**src/design/binary_trie_max_xor_multiset_macros.svh**
```systemverilog
// Assertion helpers used by the top-level block file.
`ifndef BINARY_TRIE_MAX_XOR_MULTISET_MACROS_SVH
`define BINARY_TRIE_MAX_XOR_MULTISET_MACROS_SVH

// Same-cycle implication, checked on every rising edge out of reset.
`define BTMX_ASSERT_NOW(lbl, ante, cons, msg) \
  lbl: assert property (@(posedge clk_i) disable iff (!rst_ni) (ante) |-> (cons)) \
    else $error(msg);

// Next-cycle implication.
`define BTMX_ASSERT_NEXT(lbl, ante, cons, msg) \
  lbl: assert property (@(posedge clk_i) disable iff (!rst_ni) (ante) |=> (cons)) \
    else $error(msg);

`endif

```
**src/design/btmx_pkg.sv**
```systemverilog
package btmx_pkg;

  localparam int VALUE_BITS = 32;
  localparam int NODE_COUNT = 4096;
  localparam int COUNT_BITS = 16;
  localparam int IDX_BITS   = $clog2(NODE_COUNT);
  localparam int FREE_BITS  = IDX_BITS + 1;
  localparam int LVL_BITS   = $clog2(VALUE_BITS);
  localparam int LIVE_BITS  = 16;

  localparam logic [LIVE_BITS-1:0] TOTAL_MAX =
    (COUNT_BITS < LIVE_BITS) ? LIVE_BITS'((64'd1 << COUNT_BITS) - 64'd1)
                             : {LIVE_BITS{1'b1}};

  localparam logic [FREE_BITS-1:0] FREE_LIMIT = FREE_BITS'(NODE_COUNT - VALUE_BITS);

  typedef enum logic [1:0] {
    FN_INSERT = 2'd0,
    FN_REMOVE = 2'd1,
    FN_QUERY  = 2'd2
  } func_e;

  typedef enum logic [1:0] {
    ST_OK      = 2'd0,
    ST_NO_ROOM = 2'd1,
    ST_ABSENT  = 2'd2,
    ST_EMPTY   = 2'd3
  } status_e;

  typedef enum logic [2:0] {
    S_IDLE,
    S_START,
    S_SEL,
    S_EVAL,
    S_NEW,
    S_FIN
  } state_e;

  typedef struct packed {
    logic [IDX_BITS-1:0]   c0;
    logic [IDX_BITS-1:0]   c1;
    logic [COUNT_BITS-1:0] cnt;
  } node_t;

  typedef struct packed {
    logic                we;
    logic [IDX_BITS-1:0] waddr;
    node_t               wdata;
    logic                re;
    logic [IDX_BITS-1:0] raddr;
  } mem_req_t;

  typedef struct packed {
    logic [VALUE_BITS-1:0] max_xor;
    status_e               status;
  } res_t;

endpackage

```
**src/design/btmx_ctrl.sv**
```systemverilog
module btmx_ctrl (
  input  logic                                clk_i,
  input  logic                                rst_ni,
  input  logic                                start_i,
  input  logic [1:0]                          func_i,
  input  logic [btmx_pkg::VALUE_BITS-1:0]     value_i,
  output logic                                ready_o,
  input  logic                                res_free_i,
  output logic                                res_valid_o,
  output btmx_pkg::res_t                      res_o,
  output btmx_pkg::mem_req_t                  mem_req_o,
  input  btmx_pkg::node_t                     mem_rd_i
);

  btmx_pkg::state_e state_q, state_d;

  logic [1:0]                         op_q;
  logic [btmx_pkg::VALUE_BITS-1:0]    value_q;
  logic [btmx_pkg::LVL_BITS-1:0]      lvl_q, lvl_d;
  logic [btmx_pkg::IDX_BITS-1:0]      cur_idx_q, cur_idx_d;
  btmx_pkg::node_t                    cur_word_q, cur_word_d;
  logic [btmx_pkg::VALUE_BITS-1:0]    acc_q, acc_d;
  logic                               phase_q, phase_d;
  logic                               opp_q, opp_d;
  btmx_pkg::status_e                  status_q, status_d;
  logic [btmx_pkg::FREE_BITS-1:0]     next_free_q, next_free_d;
  logic [btmx_pkg::LIVE_BITS-1:0]     live_q, live_d;
  logic [btmx_pkg::IDX_BITS-1:0]      root_c0_q, root_c0_d;
  logic [btmx_pkg::IDX_BITS-1:0]      root_c1_q, root_c1_d;

  logic                               bit_b;
  logic                               last_lvl;
  logic                               ins_full;
  logic [btmx_pkg::IDX_BITS-1:0]      same_idx;
  logic [btmx_pkg::IDX_BITS-1:0]      opp_idx;
  logic [btmx_pkg::IDX_BITS-1:0]      new_idx;
  btmx_pkg::node_t                    root_word;
  btmx_pkg::node_t                    fresh_word;
  btmx_pkg::node_t                    link_word;
  btmx_pkg::node_t                    upd_word;

  assign bit_b    = value_q[lvl_q];
  assign last_lvl = (lvl_q == '0);
  assign same_idx = bit_b ? cur_word_q.c1 : cur_word_q.c0;
  assign opp_idx  = bit_b ? cur_word_q.c0 : cur_word_q.c1;
  assign new_idx  = next_free_q[btmx_pkg::IDX_BITS-1:0];
  assign ins_full = (next_free_q > btmx_pkg::FREE_LIMIT) || (live_q >= btmx_pkg::TOTAL_MAX);

  assign root_word  = '{c0: root_c0_q, c1: root_c1_q, cnt: '0};
  assign fresh_word = '{c0: '0, c1: '0, cnt: btmx_pkg::COUNT_BITS'(1)};

  always_comb begin
    link_word = cur_word_q;
    if (bit_b) begin
      link_word.c1 = new_idx;
    end else begin
      link_word.c0 = new_idx;
    end
  end

  always_comb begin
    upd_word = mem_rd_i;
    if (op_q == btmx_pkg::FN_INSERT) begin
      upd_word.cnt = mem_rd_i.cnt + 1'b1;
    end else begin
      upd_word.cnt = mem_rd_i.cnt - 1'b1;
    end
  end

  assign ready_o     = (state_q == btmx_pkg::S_IDLE);
  assign res_valid_o = (state_q == btmx_pkg::S_FIN) && res_free_i;
  assign res_o       = '{max_xor: acc_q, status: status_q};

  // next state
  always_comb begin
    state_d = state_q;
    unique case (state_q)
      btmx_pkg::S_IDLE: begin
        if (start_i) state_d = btmx_pkg::S_START;
      end
      btmx_pkg::S_START: begin
        unique case (op_q)
          btmx_pkg::FN_INSERT: state_d = ins_full ? btmx_pkg::S_FIN : btmx_pkg::S_SEL;
          btmx_pkg::FN_REMOVE: state_d = btmx_pkg::S_SEL;
          btmx_pkg::FN_QUERY:  state_d = (live_q == '0) ? btmx_pkg::S_FIN : btmx_pkg::S_SEL;
          default:             state_d = btmx_pkg::S_FIN;
        endcase
      end
      btmx_pkg::S_SEL: begin
        unique case (op_q)
          btmx_pkg::FN_INSERT: state_d = (same_idx == '0) ? btmx_pkg::S_NEW : btmx_pkg::S_EVAL;
          btmx_pkg::FN_REMOVE: state_d = (same_idx == '0) ? btmx_pkg::S_FIN : btmx_pkg::S_EVAL;
          default: begin
            state_d = (opp_idx == '0 && same_idx == '0) ? btmx_pkg::S_FIN : btmx_pkg::S_EVAL;
          end
        endcase
      end
      btmx_pkg::S_EVAL: begin
        unique case (op_q)
          btmx_pkg::FN_INSERT: state_d = last_lvl ? btmx_pkg::S_FIN : btmx_pkg::S_SEL;
          btmx_pkg::FN_REMOVE: begin
            if (!phase_q && mem_rd_i.cnt == '0) begin
              state_d = btmx_pkg::S_FIN;
            end else if (phase_q && last_lvl) begin
              state_d = btmx_pkg::S_FIN;
            end else begin
              state_d = btmx_pkg::S_SEL;
            end
          end
          default: begin
            if (opp_q && mem_rd_i.cnt == '0) begin
              state_d = (same_idx == '0) ? btmx_pkg::S_FIN : btmx_pkg::S_EVAL;
            end else begin
              state_d = last_lvl ? btmx_pkg::S_FIN : btmx_pkg::S_SEL;
            end
          end
        endcase
      end
      btmx_pkg::S_NEW: state_d = last_lvl ? btmx_pkg::S_FIN : btmx_pkg::S_SEL;
      btmx_pkg::S_FIN: begin
        if (res_free_i) state_d = btmx_pkg::S_IDLE;
      end
      default: state_d = btmx_pkg::S_IDLE;
    endcase
  end

  // datapath and memory port
  always_comb begin
    lvl_d       = lvl_q;
    cur_idx_d   = cur_idx_q;
    cur_word_d  = cur_word_q;
    acc_d       = acc_q;
    phase_d     = phase_q;
    opp_d       = opp_q;
    status_d    = status_q;
    next_free_d = next_free_q;
    live_d      = live_q;
    root_c0_d   = root_c0_q;
    root_c1_d   = root_c1_q;
    mem_req_o   = '0;

    unique case (state_q)
      btmx_pkg::S_START: begin
        lvl_d      = btmx_pkg::LVL_BITS'(btmx_pkg::VALUE_BITS - 1);
        cur_idx_d  = '0;
        cur_word_d = root_word;
        acc_d      = '0;
        phase_d    = 1'b0;
        status_d   = btmx_pkg::ST_OK;
        if (op_q == btmx_pkg::FN_INSERT && ins_full) begin
          status_d = btmx_pkg::ST_NO_ROOM;
        end else if (op_q == btmx_pkg::FN_QUERY && live_q == '0) begin
          status_d = btmx_pkg::ST_EMPTY;
        end
      end
      btmx_pkg::S_SEL: begin
        unique case (op_q)
          btmx_pkg::FN_INSERT: begin
            if (same_idx == '0) begin
              if (cur_idx_q == '0) begin
                if (bit_b) root_c1_d = new_idx;
                else       root_c0_d = new_idx;
              end else begin
                mem_req_o.we    = 1'b1;
                mem_req_o.waddr = cur_idx_q;
                mem_req_o.wdata = link_word;
              end
              cur_idx_d   = new_idx;
              cur_word_d  = fresh_word;
              next_free_d = next_free_q + 1'b1;
            end else begin
              mem_req_o.re    = 1'b1;
              mem_req_o.raddr = same_idx;
              cur_idx_d       = same_idx;
            end
          end
          btmx_pkg::FN_REMOVE: begin
            if (same_idx == '0) begin
              status_d = btmx_pkg::ST_ABSENT;
            end else begin
              mem_req_o.re    = 1'b1;
              mem_req_o.raddr = same_idx;
              cur_idx_d       = same_idx;
            end
          end
          default: begin
            mem_req_o.re = (opp_idx != '0) || (same_idx != '0);
            if (opp_idx != '0) begin
              mem_req_o.raddr = opp_idx;
              opp_d           = 1'b1;
            end else begin
              mem_req_o.raddr = same_idx;
              opp_d           = 1'b0;
            end
          end
        endcase
      end
      btmx_pkg::S_EVAL: begin
        unique case (op_q)
          btmx_pkg::FN_INSERT: begin
            mem_req_o.we    = 1'b1;
            mem_req_o.waddr = cur_idx_q;
            mem_req_o.wdata = upd_word;
            cur_word_d      = upd_word;
            if (last_lvl) live_d = live_q + 1'b1;
            else          lvl_d  = lvl_q - 1'b1;
          end
          btmx_pkg::FN_REMOVE: begin
            if (!phase_q) begin
              if (mem_rd_i.cnt == '0) begin
                status_d = btmx_pkg::ST_ABSENT;
              end else if (last_lvl) begin
                phase_d    = 1'b1;
                lvl_d      = btmx_pkg::LVL_BITS'(btmx_pkg::VALUE_BITS - 1);
                cur_idx_d  = '0;
                cur_word_d = root_word;
              end else begin
                cur_word_d = mem_rd_i;
                lvl_d      = lvl_q - 1'b1;
              end
            end else begin
              mem_req_o.we    = 1'b1;
              mem_req_o.waddr = cur_idx_q;
              mem_req_o.wdata = upd_word;
              cur_word_d      = upd_word;
              if (last_lvl) begin
                if (live_q != '0) live_d = live_q - 1'b1;
              end else begin
                lvl_d = lvl_q - 1'b1;
              end
            end
          end
          default: begin
            if (opp_q && mem_rd_i.cnt == '0) begin
              mem_req_o.re    = (same_idx != '0);
              mem_req_o.raddr = same_idx;
              opp_d           = 1'b0;
            end else begin
              if (opp_q) acc_d[lvl_q] = 1'b1;
              cur_word_d = mem_rd_i;
              if (!last_lvl) lvl_d = lvl_q - 1'b1;
            end
          end
        endcase
      end
      btmx_pkg::S_NEW: begin
        mem_req_o.we    = 1'b1;
        mem_req_o.waddr = cur_idx_q;
        mem_req_o.wdata = cur_word_q;
        if (last_lvl) live_d = live_q + 1'b1;
        else          lvl_d  = lvl_q - 1'b1;
      end
      default: begin
      end
    endcase
  end

  always_ff @(posedge clk_i or negedge rst_ni) begin
    if (!rst_ni) begin
      state_q     <= btmx_pkg::S_IDLE;
      next_free_q <= btmx_pkg::FREE_BITS'(1);
      live_q      <= '0;
      root_c0_q   <= '0;
      root_c1_q   <= '0;
      phase_q     <= 1'b0;
      opp_q       <= 1'b0;
    end else begin
      state_q     <= state_d;
      next_free_q <= next_free_d;
      live_q      <= live_d;
      root_c0_q   <= root_c0_d;
      root_c1_q   <= root_c1_d;
      phase_q     <= phase_d;
      opp_q       <= opp_d;
    end
  end

  always_ff @(posedge clk_i) begin
    if (start_i && ready_o) begin
      op_q    <= func_i;
      value_q <= value_i;
    end
    lvl_q      <= lvl_d;
    cur_idx_q  <= cur_idx_d;
    cur_word_q <= cur_word_d;
    acc_q      <= acc_d;
    status_q   <= status_d;
  end

endmodule

```
**config.mk**
```make
export PLATFORM = sky130hd
export DESIGN_NAME = btmx_ctrl
export DESIGN_NICKNAME = d
export VERILOG_FILES = /design/src/design/binary_trie_max_xor_multiset_macros.svh /design/src/design/btmx_pkg.sv /design/src/design/btmx_ctrl.sv
export SDC_FILE = /design/constraint.sdc
export NUM_CORES = 1
export LEC_CHECK = 0
export ABC_CLOCK_PERIOD_IN_PS = 6500
export BUFFER_PORTS_ARGS = -buffer_cell sky130_fd_sc_hd__buf_4
export CORE_MARGIN = 4
export CORE_UTILIZATION = 24
export DETAILED_ROUTE_END_ITERATION = 10
export SLEW_MARGIN = 20
export SYNTH_ARGS = -nofsm -noshare
export SYNTH_HDL_FRONTEND = slang
export SYNTH_SLANG_ARGS = --single-unit
```
**constraint.sdc**
```tcl
create_clock -name clk_i -period 6.5 [get_ports clk_i]
set_input_delay 0.975 -clock clk_i [delete_from_list [all_inputs] [get_ports clk_i]]
set_output_delay 0.975 -clock clk_i [all_outputs]
set_load 0.005 [all_outputs]
```
### Word-level counts from Yosys, hierarchy flattened

Cells that the tools add are included.
W data, S select, Z words.

| cells by class | value |
|---|---|
| add/sub/neg operators | 6 |
| magnitude comparators | 4 |
| equal/unequal tests | 30 |
| muxes and demuxes | 87 |
| bitwise gates (word level) | 2 |
| reductions and logical operators | 41 |

Operator list:

| operator | number |
|---|---|
| $mux W40 | 6 |
| $mux W53 | 4 |
| $pmux W53 S3 | 1 |
| $mux W12 | 11 |
| $pmux W40 S3 | 1 |
| $pmux W53 S2 | 1 |
| $mux W32 | 3 |
| $mux W16 | 5 |
| $pmux W40 S2 | 1 |
| $pmux W16 S2 | 2 |
| $pmux W32 S2 | 1 |
| $mux W13 | 4 |
| $logic_not A12 Y1 | 3 |
| $pmux W12 S3 | 1 |
| $mux W3 | 11 |
| $add A16 B1 Y16 const B | 2 |
| $logic_not A16 Y1 | 2 |
| $or A32 B32 Y32 | 1 |
| $sub A16 B1 Y16 const B | 2 |
| $ne A2 B2 Y1 const B | 13 |
| $pmux W13 S2 | 1 |
| $mux W5 | 5 |
| $pmux W12 S2 | 1 |
| $reduce_bool A12 Y1 | 2 |
| other kinds (44) | 86 |

| storage, ports and cells | value |
|---|---|
| flip-flop bits (word level) | 183 |
| output and inout bits | 102 |

### Depth between registers and ports, before layout

Gate-level depths: netlist of run 1.

| depth | value |
|---|---|
| depth in word-level cells | 9 |
| depth in mapped cells | 11 |

### Worst setup path after synthesis of run 1

OpenSTA, ideal clock, no wires.

| path | value |
|---|---|
| kind | reg2reg |
| start point | register lvl_q[1] (netlist bit) |
| end point | register cur_word_q[0] (netlist bit), enable pin |
| arrival time | 6.296 ns |
| required time | 5.952 ns |
| path slack | -0.344 ns |
| cell stages (with the launch flop) | 8 |
| buffers on the path | 1 |
| cells stage by stage | edfxtp_1 buf_4 mux2_1 a222oi_1 nand3_2 a21oi_1 mux2_2 o41ai_1 |

| on the way | value |
|---|---|
| cells in the longest elaborated chain, start to end | 6 |

Ends and longest elaborated chain:

| item | RTL line | RTL |
|---|---|---|
| start, declared | btmx_ctrl.sv:19 | `logic [btmx_pkg::LVL_BITS-1:0] lvl_q, lvl_d;` |
| start signal, assigned | btmx_ctrl.sv:283 | `lvl_q <= lvl_d;` |
| $bmux W1 S5 | btmx_ctrl.sv:42 | `assign bit_b = value_q[lvl_q];` |
| $mux W1 (implied by the code) | btmx_ctrl.sv:42 |  |
| $mux W12 | btmx_ctrl.sv:44 | `assign same_idx = bit_b ? cur_word_q.c1 : cur_word_q.c0;` |
| $logic_not A12 Y1 | btmx_ctrl.sv:159 | `if (same_idx == '0) begin` |
| $ne A2 B2 Y1 (no line) | -- |  |
| $reduce_and A5 Y1 (no line) | -- |  |
| end signal, assigned | btmx_ctrl.sv:285 | `cur_word_q <= cur_word_d;` |
| end, declared | btmx_ctrl.sv:21 | `btmx_pkg::node_t cur_word_q, cur_word_d;` |

No other way between the ends. The select of a mux whose other input is x is not followed.
A chain may end at the register's enable or synchronous reset.

==> flow_metrics.py, run 1 <==
metrics = {
    "floorplanning": {
        "start_util_pct": 24.51,
        "die_w_um": 216.1,
        "die-height_um": 216.1,
        "ioPinCount": 180,
        "die_area_sq_um": 46710,
        "rows": 75,
        "coreArea_sq_um": 42420,
    },
    "sta": {
        "setup_tns_ns": 0,
        "hold_viol": 0,
        "tightest_slew_ns": 1.127,
        "hold_ws_ns": 0.4846,
        "setup_ws_ns": 0.7493,
        "min_period_ns": 5.751,
        "period_share_pct": 88.47,
        "setup_violations": 0,
        "maxSlewHeadroom_pct": 24.71,
        "rsz0062_at_grt": "no",
        "max_freq_ghz": 0.1739,
        "drv_slew": 0,
        "clock-skew-final_ns": 0.01129,
    },
    "logic_synthesis": {
        "synth-seq-cells": 183,
        "synthAdderAreaFrac_pct": 3.322,
        "synth_top_family_by_area": "simple AND/OR/NAND/NOR gates",
        "syn_area_per_cell_sq_um": 10.40,
        "ys_seq_area_share_pct": 50.08,
        "ys.flop_type": "edfxtp_1",
        "synth_xor_area_share_pct": 3.117,
        "synthMuxAreaShare_pct": 6.752,
        "synth.distinct_cells": 74,
        "postSynthCellCount": 1000,
        "yosys_warnings": 0,
        "synthSimpleGateAreaFrac_pct": 16.75,
        "async_reset_ff_share_pct": 31.69,
        "synth_fp_nets": 1105,
        "synth_edf_count": 125,
        "syn-cell-area_sq_um": 10400,
        "synth_compound_area_share_pct": 16.67,
    },
    "clocking": {
        "numCtsBuffers": 17,
        "cts_setup_buffers": 0,
        "clk_pin_slew_ns": 0.08,
        "cts.sinks": 183,
        "worstSkewPairLatency_ns": 0.46,
        "cts_resized": 0,
        "htree_levels": 4,
        "cts_tree": "yes",
        "cts_buffer_depth": 2,
        "cts-root-buf": "clkbuf_16",
        "postCtsHoldBufs": 0,
    },
    "min_path": {
        "hold_path.class": "flip-flop to flip-flop",
    },
    "layout": {
        "fin_cells": 1738,
        "drive_gt1_share_pct": 24.72,
        "multi_input_comb_area_sq_um": 4893,
        "seq_area_sq_um": 5206,
        "fillers": 4404,
        "insertedDiodeCount": 0,
        "synthToLayoutAreaGrowth_pct": 24.55,
        "nets": 1253,
    },
    "placed_design": {
        "dp.cells": 1705,
        "dp_slack_ns": 1.346,
        "io_buffers": 179,
        "gp_congestion": 0.8449,
        "hpwl_mm": 25.14,
    },
    "job": {
        "maxCapViolCount": 0,
    },
    "worst_setup_path": {
        "arrival_ns": 4.78,
        "critPathBufInv": 1,
        "cpLargestDelayFamily": "compound AO/OA/AOI/OAI gates",
        "slowest_delay_ns": 0.90,
        "critPathLaunchType": "flip-flop",
        "cp_max_fo": 21,
        "cp_cell_sequence": "mux2_2 -> a222oi_1 -> nand3_1 -> a21oi_1 -> mux2_2 -> o21ai_0 -> a31oi_1 -> buf_4",
        "cp_common_cell": "mux2_2",
        "path_class": "flip-flop to primary output",
        "end_kind": "primary output",
        "crit_slowest_cell": "edfxtp_1",
        "required_ns": 5.52,
    },
    "detailed_routing": {
        "wl_per_cell_um": 19.70,
        "drt_pass1_iterations": 5,
        "drc": 0,
        "dr_total_vias": 8711,
        "drt.antenna.violating_nets": 0,
        "first_iter_violations": 666,
        "finalWirelength_mm": 34.24,
        "vias_per_cell": 5.012,
    },
    "power": {
        "finalPower_mw": 5.114,
        "cellPowerDensity_nw_per_um2": 394.9,
        "p_leak_nw": 5.226,
        "ir_drop_v": 0.0002082,
    },
    "grt": {
        "overflow": 0,
        "antenna_found_initial": 0,
        "grtUsageTotal_pct": 14.39,
        "grt_pass1_wl_mm": 52.30,
        "grt_max_degree": 59,
        "grt_pass1_vias": 8685,
    },
    "outcome": {
        "outcome": "completed",
    },
}
-- layer usage --
metal	wire, um	GRT usage [%]	up-vias
met4	680	4.971	0
met3	2193	3.249	43
met2	16370	23.43	318
met5	0	0	-
met1	15000	18.95	4311
li1	-	-	4039
-- cells in the mapped netlist (8+ instances only) --
cell type	count	share of area, %
inv_1	18	0.65
a21o_1	8	0.58
a22oi_1	25	1.8
ha_1	26	3.1
a31oi_1	10	0.60
a22o_1	39	3.3
nor2b_1	19	1.1
xnor2_1	29	2.4
dfrtp_1	57	14
xor2_1	8	0.67
mux2_4	10	1.4
mux2i_1	18	1.7
nor4_1	20	1.2
mux2_2	32	3.5
edfxtp_1	125	36
nand3_1	29	1.4
buf_2	11	0.53
buf_1	12	0.43
nor2_1	71	2.6
o21ai_0	33	1.6
nor3_1	25	1.2
o2bb2ai_1	12	1.0
nand2_1	137	4.9
nand4_1	12	0.72
a21oi_1	64	3.1
clkbuf_1	38	1.4
-- metrics by stage --
| stage | area, sq um | utilization (%) |
|---|---|---|
| floorplan | 10400 | - |
| global placement | 12350 | 29.12 |
| detailed placement | 12350 | 29.12 |
| CTS | 12920 | 30.46 |
| global route | 12950 | 30.53 |
| finish | 12950 | 30.53 |
-- where the power goes --
group / internal (mW) / switching, mW / leakage (nW)
sequential: 1.78 / 0.386 / 1.99
clock: 0.535 / 0.509 / 0.282
combinational: 0.794 / 1.11 / 2.95
-- cell usage in the layout, fill, tap and decap left out, drive strengths merged, types with 4 or more instances in the layout --
| master | synthesis | routed |
|---|---|---|
| a211oi | 5 | 5 |
| a21o | 8 | 8 |
| a21oi | 65 | 65 |
| a22o | 39 | 39 |
| a22oi | 25 | 25 |
| a31oi | 10 | 10 |
| and2 | 4 | 4 |
| and3 | 4 | 4 |
| and3b | 4 | 4 |
| buf | 27 | 194 |
| clkbuf | 38 | 20 |
| dfrtp | 57 | 57 |
| edfxtp | 125 | 125 |
| ha | 26 | 26 |
| inv | 18 | 26 |
| mux2 | 43 | 43 |
| mux2i | 18 | 18 |
| nand2 | 137 | 137 |
| nand2b | 5 | 5 |
| nand3 | 32 | 32 |
| nand4 | 12 | 12 |
| nor2 | 71 | 71 |
| nor2b | 19 | 19 |
| nor3 | 26 | 26 |
| nor3b | 7 | 7 |
| nor4 | 20 | 20 |
| o211ai | 7 | 7 |
| o21a | 7 | 7 |
| o21ai | 33 | 33 |
| o22ai | 5 | 5 |
| o2bb2ai | 12 | 12 |
| o32ai | 4 | 4 |
| or2 | 4 | 4 |
| or3 | 4 | 4 |
| or4 | 4 | 4 |
| xnor2 | 29 | 29 |
| xor2 | 8 | 8 |
-- kinds of logic (layout without fill, tap and decap cells) --
kind of cell,after synthesis,in the layout
adders and majority gates,27,27
muxes,61,61
buffers and inverters,83,244
DFF,183,183
AOI/OAI and AO/OA,247,247
and+or+nand+nor,362,362
xor gates and xnor gates,37,37
-- final cells by class --
cell class	instances	area share [%]
clock buffer	20	3.614
tap	577	5.575
timing repair buffer	194	11.50
inverter	18	0.5218
multi-input combinational	734	37.79
sequential	183	40.21
clock inverter	12	0.7923
-- state kept, by name, indices dropped and copies added, names as in the netlist --
name and count:
cur_word_q 40, acc_q 32, value_q 32, live_q 16, next_free_q 13, cur_idx_q 12
root_c0_q 12, root_c1_q 12, lvl_q 5, state_q 3, op_q 2, status_q 2
opp_q 1, phase_q 1
-- path summary, 6_finish.rpt --
kind,start,endpoint,slack (ns),depth (start not counted)
min in group asynchronous,rst_ni,root_c1_q[6],0.58,1
worst min-delay path,next_free_q[12],next_free_q[12],0.48,1
worst max-delay path,lvl_q[1],mem_req_o[0],0.75,8
worst min register to register,next_free_q[12],next_free_q[12],0.48,1
max in group asynchronous,rst_ni,opp_q,5.34,1
worst max register to register,lvl_q[1],cur_word_q[16],1.62,7
Note: power is estimated with default switching activity, not from simulation.
==> run 2, diff against run 1 <==
--- a/config.mk
+++ b/config.mk
@@ -10,6 +10,8 @@
 export CORE_MARGIN = 4
 export CORE_UTILIZATION = 24
 export DETAILED_ROUTE_END_ITERATION = 10
+export PLACE_DENSITY = 0.47
+export REMOVE_ABC_BUFFERS = 1
 export SLEW_MARGIN = 20
 export SYNTH_ARGS = -nofsm -noshare
 export SYNTH_HDL_FRONTEND = slang
==> flow_metrics.py, run 2 (same netlist as run 1, synthesis figures left out) <==
metrics = {
    "sta": {
        "max_freq_ghz": 0.1796,
        "drv_slew": 0,
        "tightest_slew_ns": 1.078,
        "maxSlewHeadroom_pct": 27.61,
        "clock-skew-final_ns": 0.01004,
        "setup_violations": 0,
        "rsz0062_at_grt": "no",
        "period_share_pct": 85.67,
        "hold_viol": 0,
        "hold_ws_ns": 0.4821,
        "min_period_ns": 5.569,
    },
    "worst_setup_path": {
        "cpLargestDelayFamily": "compound AO/OA/AOI/OAI gates",
        "cp_cell_sequence": "mux2_2 -> a222oi_1 -> nand3_1 -> a21oi_2 -> buf_4 -> mux2_2 -> o21ai_0 -> a31oi_1 -> buf_4",
        "critPathLaunchType": "flip-flop",
        "arrival_ns": 4.59,
        "cp_max_fo": 21,
        "crit_slowest_cell": "edfxtp_1",
        "path_class": "flip-flop to primary output",
        "slowest_delay_ns": 0.91,
        "required_ns": 5.52,
        "critPathBufInv": 2,
        "end_kind": "primary output",
    },
    "power": {
        "seqPwrFrac_pct": 41.0,
        "finalPower_mw": 5.196,
        "sw_frac_of_total_pct": 39.43,
        "internal-power_mw": 3.147,
        "p_switching_mw": 2.049,
        "ir_drop_v": 0.0001948,
        "power_frac_comb_pct": 38.1,
        "p_clk_share_pct": 20.9,
        "cellPowerDensity_nw_per_um2": 400.7,
        "p_leak_nw": 5.232,
    },
    "clocking": {
        "htree_levels": 4,
        "cts_resized": 0,
        "numCtsBuffers": 17,
        "clk_pin_slew_ns": 0.08,
        "cts_tree": "yes",
        "cts_buffer_depth": 2,
        "cts-root-buf": "clkbuf_16",
        "cts.sinks": 183,
        "worstSkewPairLatency_ns": 0.46,
        "postCtsHoldBufs": 0,
        "cts_setup_buffers": 0,
    },
    "floorplanning": {
        "ioPinCount": 180,
        "rows": 75,
        "die-height_um": 216.1,
        "coreArea_sq_um": 42420,
        "start_util_pct": 24.51,
        "die_w_um": 216.1,
        "die_area_sq_um": 46710,
    },
    "layout": {
        "final_common_cell": "buf_4",
        "nets": 1254,
        "fillers": 4458,
        "utilization_pct": 30.57,
        "postLayoutCellArea_sq_um": 12970,
        "drive_gt1_share_pct": 24.87,
        "synthToLayoutAreaGrowth_pct": 24.73,
        "largest_reg_flops": 40,
        "final_cell_mix": "buf_4 (194), nand2_1 (136), edfxtp_1 (125)",
        "top_regs": "cur_word_q: 40 flops, acc_q: 32 flops, value_q: 32 flops",
        "insertedDiodeCount": 0,
        "regMostFlops": "cur_word_q",
    },
    "detailed_routing": {
        "vias_per_cell": 4.980,
        "dr_total_vias": 8661,
        "drt.antenna.violating_nets": 0,
        "wl_per_cell_um": 20.64,
        "drc": 0,
        "drt_pass1_iterations": 8,
        "first_iter_violations": 778,
        "finalWirelength_mm": 35.89,
    },
    "placed_design": {
        "postPlaceCellArea_sq_um": 12350,
        "gp_congestion": 0.7888,
        "hpwl_mm": 25.57,
        "io_buffers": 179,
    },
    "min_path": {
        "hold_path.class": "flip-flop to flip-flop",
    },
    "outcome": {
        "outcome": "completed",
    },
    "grt": {
        "grt_pass1_wl_mm": 54.51,
        "antenna_found_initial": 1,
        "overflow": 0,
        "grt_pass1_vias": 8680,
        "grtUsageTotal_pct": 15.06,
        "grt_max_degree": 59,
    },
    "job": {
        "maxCapViolCount": 0,
    },
}
==> run 2: metrics by stage <==
step                setup slack, ns  cells  setup TNS [ns]
finish                       0.9311   1739               0
global route                 0.5305   1739               0
detailed placement            1.381   1706               0
global placement              1.572   1706               0
floorplan                    -1.305    935          -52.20
CTS                          0.8474   1738               0
==> run 2: final timing paths <==
check | start | end | slack (ns) | depth (start not counted)
hold / removal | next_free_q[12] | next_free_q[12] | 0.48 | 1
hold reg to reg | next_free_q[12] | next_free_q[12] | 0.48 | 1
max in group asynchronous | rst_ni | live_q[6] | 5.29 | 1
setup / recovery | lvl_q[1] | mem_req_o[0] | 0.93 | 9
min in group asynchronous | rst_ni | root_c0_q[11] | 0.62 | 1
setup reg to reg | lvl_q[1] | root_c1_q[5] | 1.95 | 7
==> run 2: layout make-up <==
class	count	area (sq um)	area share [%]
sequential	183	5206	40.15
tap	577	721.9	5.567
clock inverter	14	158.9	1.225
clock buffer	18	429.2	3.310
multi-input combinational	734	4900	37.78
timing repair buffer	195	1484	11.44
inverter	18	67.56	0.5210
==> run 2: metal layers <==
| metal | global-route usage [%] | up-vias | part of all wire (%) |
|---|---|---|---|
| li1 | - | 4052 | - |
| met1 | 21.53 | 4339 | 47 |
| met2 | 23.34 | 238 | 46 |
| met3 | 2.983 | 32 | 4.9 |
| met4 | 4.096 | 0 | 1.8 |
| met5 | 0 | - | 0 |
==> run 2: power groups by stage <==
stage | clock, mW | sequential, mW | combinational (mW)
after CTS | 1.11 | 2.14 | 1.97
after global routing | 1.16 | 2.18 | 2.16
after floorplan | 0 | 2.07 | 1.05
final | 1.09 | 2.13 | 1.98
after detailed placement | 0 | 2.15 | 1.97
after global placement | 0 | 2.16 | 1.95
==> run 2: worst register-to-register path, cell delays in order, from the launching register on <==
cell,delay [ns]
edfxtp_1,0.91
mux2i_1,0.21
o32a_1,0.37
o22ai_1,0.49
a21o_1,0.82
a41o_2,0.58
nand3_2,0.54
mux2_4,0.51
==> run 3, diff against run 2 <==
--- a/config.mk
+++ b/config.mk
@@ -10,6 +10,7 @@
 export CORE_MARGIN = 4
 export CORE_UTILIZATION = 24
 export DETAILED_ROUTE_END_ITERATION = 10
+export MAX_ROUTING_LAYER = met4
 export PLACE_DENSITY = 0.47
 export REMOVE_ABC_BUFFERS = 1
 export SLEW_MARGIN = 20
==> flow_metrics.py, run 3 (same netlist as run 1, synthesis figures left out) <==
metrics = {
    "outcome": {
        "outcome": "completed",
    },
    "layout": {
        "fin_cells": 1739,
        "drive_gt1_share_pct": 24.87,
        "insertedDiodeCount": 0,
        "nets": 1254,
        "final_common_cell": "buf_4",
        "final_cell_mix": "buf_4 (194), nand2_1 (136), edfxtp_1 (125)",
        "top_regs": "cur_word_q: 40 flops, acc_q: 32 flops, value_q: 32 flops",
        "largest_reg_flops": 40,
        "synthToLayoutAreaGrowth_pct": 24.73,
        "regMostFlops": "cur_word_q",
        "fillers": 4458,
    },
    "clocking": {
        "postCtsHoldBufs": 0,
        "cts.sinks": 183,
        "cts-root-buf": "clkbuf_16",
        "cts_buffer_depth": 2,
        "numCtsBuffers": 17,
        "cts_tree": "yes",
        "htree_levels": 4,
        "clk_pin_slew_ns": 0.08,
        "cts_setup_buffers": 0,
        "cts_resized": 0,
        "worstSkewPairLatency_ns": 0.46,
    },
    "floorplanning": {
        "rows": 75,
        "die_w_um": 216.1,
        "die_area_sq_um": 46710,
        "die-height_um": 216.1,
        "ioPinCount": 180,
        "start_util_pct": 24.51,
        "coreArea_sq_um": 42420,
    },
    "detailed_routing": {
        "drt.antenna.violating_nets": 0,
        "wl_per_cell_um": 20.60,
        "drc": 0,
        "finalWirelength_mm": 35.82,
        "vias_per_cell": 4.980,
        "drt_pass1_iterations": 5,
        "first_iter_violations": 822,
        "dr_total_vias": 8661,
    },
    "sta": {
        "hold_ws_ns": 0.4834,
        "period_share_pct": 85.26,
        "setup_violations": 0,
        "drv_slew": 0,
        "min_period_ns": 5.542,
        "maxSlewHeadroom_pct": 31.87,
        "setup_tns_ns": 0,
        "max_freq_ghz": 0.1805,
        "rsz0062_at_grt": "no",
        "clock-skew-final_ns": 0.009396,
        "tightest_slew_ns": 1.014,
        "hold_viol": 0,
    },
    "placed_design": {
        "hpwl_mm": 25.57,
        "dp.cells": 1706,
        "io_buffers": 179,
        "gp_congestion": 0.8019,
    },
    "worst_setup_path": {
        "required_ns": 5.52,
        "crit_slowest_cell": "edfxtp_1",
        "cp_cell_sequence": "mux2_2 -> a222oi_1 -> nand3_1 -> a21oi_2 -> buf_4 -> mux2_2 -> o21ai_0 -> a31oi_1 -> buf_4",
        "cp_max_fo": 21,
        "slowest_delay_ns": 0.91,
        "critPathLaunchType": "flip-flop",
        "arrival_ns": 4.57,
        "critPathBufInv": 2,
        "path_class": "flip-flop to primary output",
        "end_kind": "primary output",
        "cpLargestDelayFamily": "compound AO/OA/AOI/OAI gates",
    },
    "power": {
        "ir_drop_v": 0.0001917,
        "finalPower_mw": 5.187,
        "p_leak_nw": 5.232,
        "cellPowerDensity_nw_per_um2": 400.0,
    },
    "grt": {
        "grtUsageTotal_pct": 15.51,
        "grt_max_degree": 59,
        "grt_pass1_wl_mm": 54.53,
        "grt_pass1_vias": 8665,
        "antenna_found_initial": 1,
        "overflow": 0,
    },
    "min_path": {
        "hold_path.class": "flip-flop to flip-flop",
    },
    "job": {
        "maxCapViolCount": 0,
    },
}
-- run 3: cell type report --
class / instances / area [sq um] / area share [%]
Clock inverter: 14 / 158.9 / 1.225
Timing Repair Buffer: 195 / 1484 / 11.44
Clock buffer: 18 / 429.2 / 3.310
Sequential cell: 183 / 5206 / 40.15
Tap cell: 577 / 721.9 / 5.567
Multi-Input combinational cell: 734 / 4900 / 37.78
Inverter: 18 / 67.56 / 0.5210
-- run 3: where the power goes --
group	leakage [nW]	internal (mW)	switching, mW
Sequential	1.99	1.78	0.345
Combinational	2.95	0.787	1.19
Clock	0.286	0.577	0.506
Total	5.23	3.15	2.04
-- run 3: metal layers --
layer | global-route usage (%) | vias to the layer above | wire, um
met2 | 23.31 | 266 | 16420
met4 | 4.096 | 0 | 637
li1 | - | 4047 | -
met5 | - | - | 0
met3 | 2.871 | 29 | 1796
met1 | 21.64 | 4319 | 16960
-- run 3: metrics by stage --
stage	setup slack, ns	utilization, %	area (sq um)
6_report	0.9584	30.57	12970
3_3_place_gp	1.572	29.11	12350
5_1_grt	0.5423	30.57	12970
2_1_floorplan	-1.305	-	10120
3_5_place_dp	1.381	29.12	12350
4_1_cts	0.8474	30.51	12940
-- run 3: final timing paths --
path	depth (start not counted)	endpoint	slack [ns]	start
min reg2reg	1	next_free_q[12]	0.48	next_free_q[12]
min	1	next_free_q[12]	0.48	next_free_q[12]
max in group asynchronous	1	live_q[0]	5.29	rst_ni
max	9	mem_req_o[0]	0.96	lvl_q[1]
max reg2reg	7	root_c1_q[5]	1.92	lvl_q[1]
min in group asynchronous	1	root_c0_q[11]	0.63	rst_ni
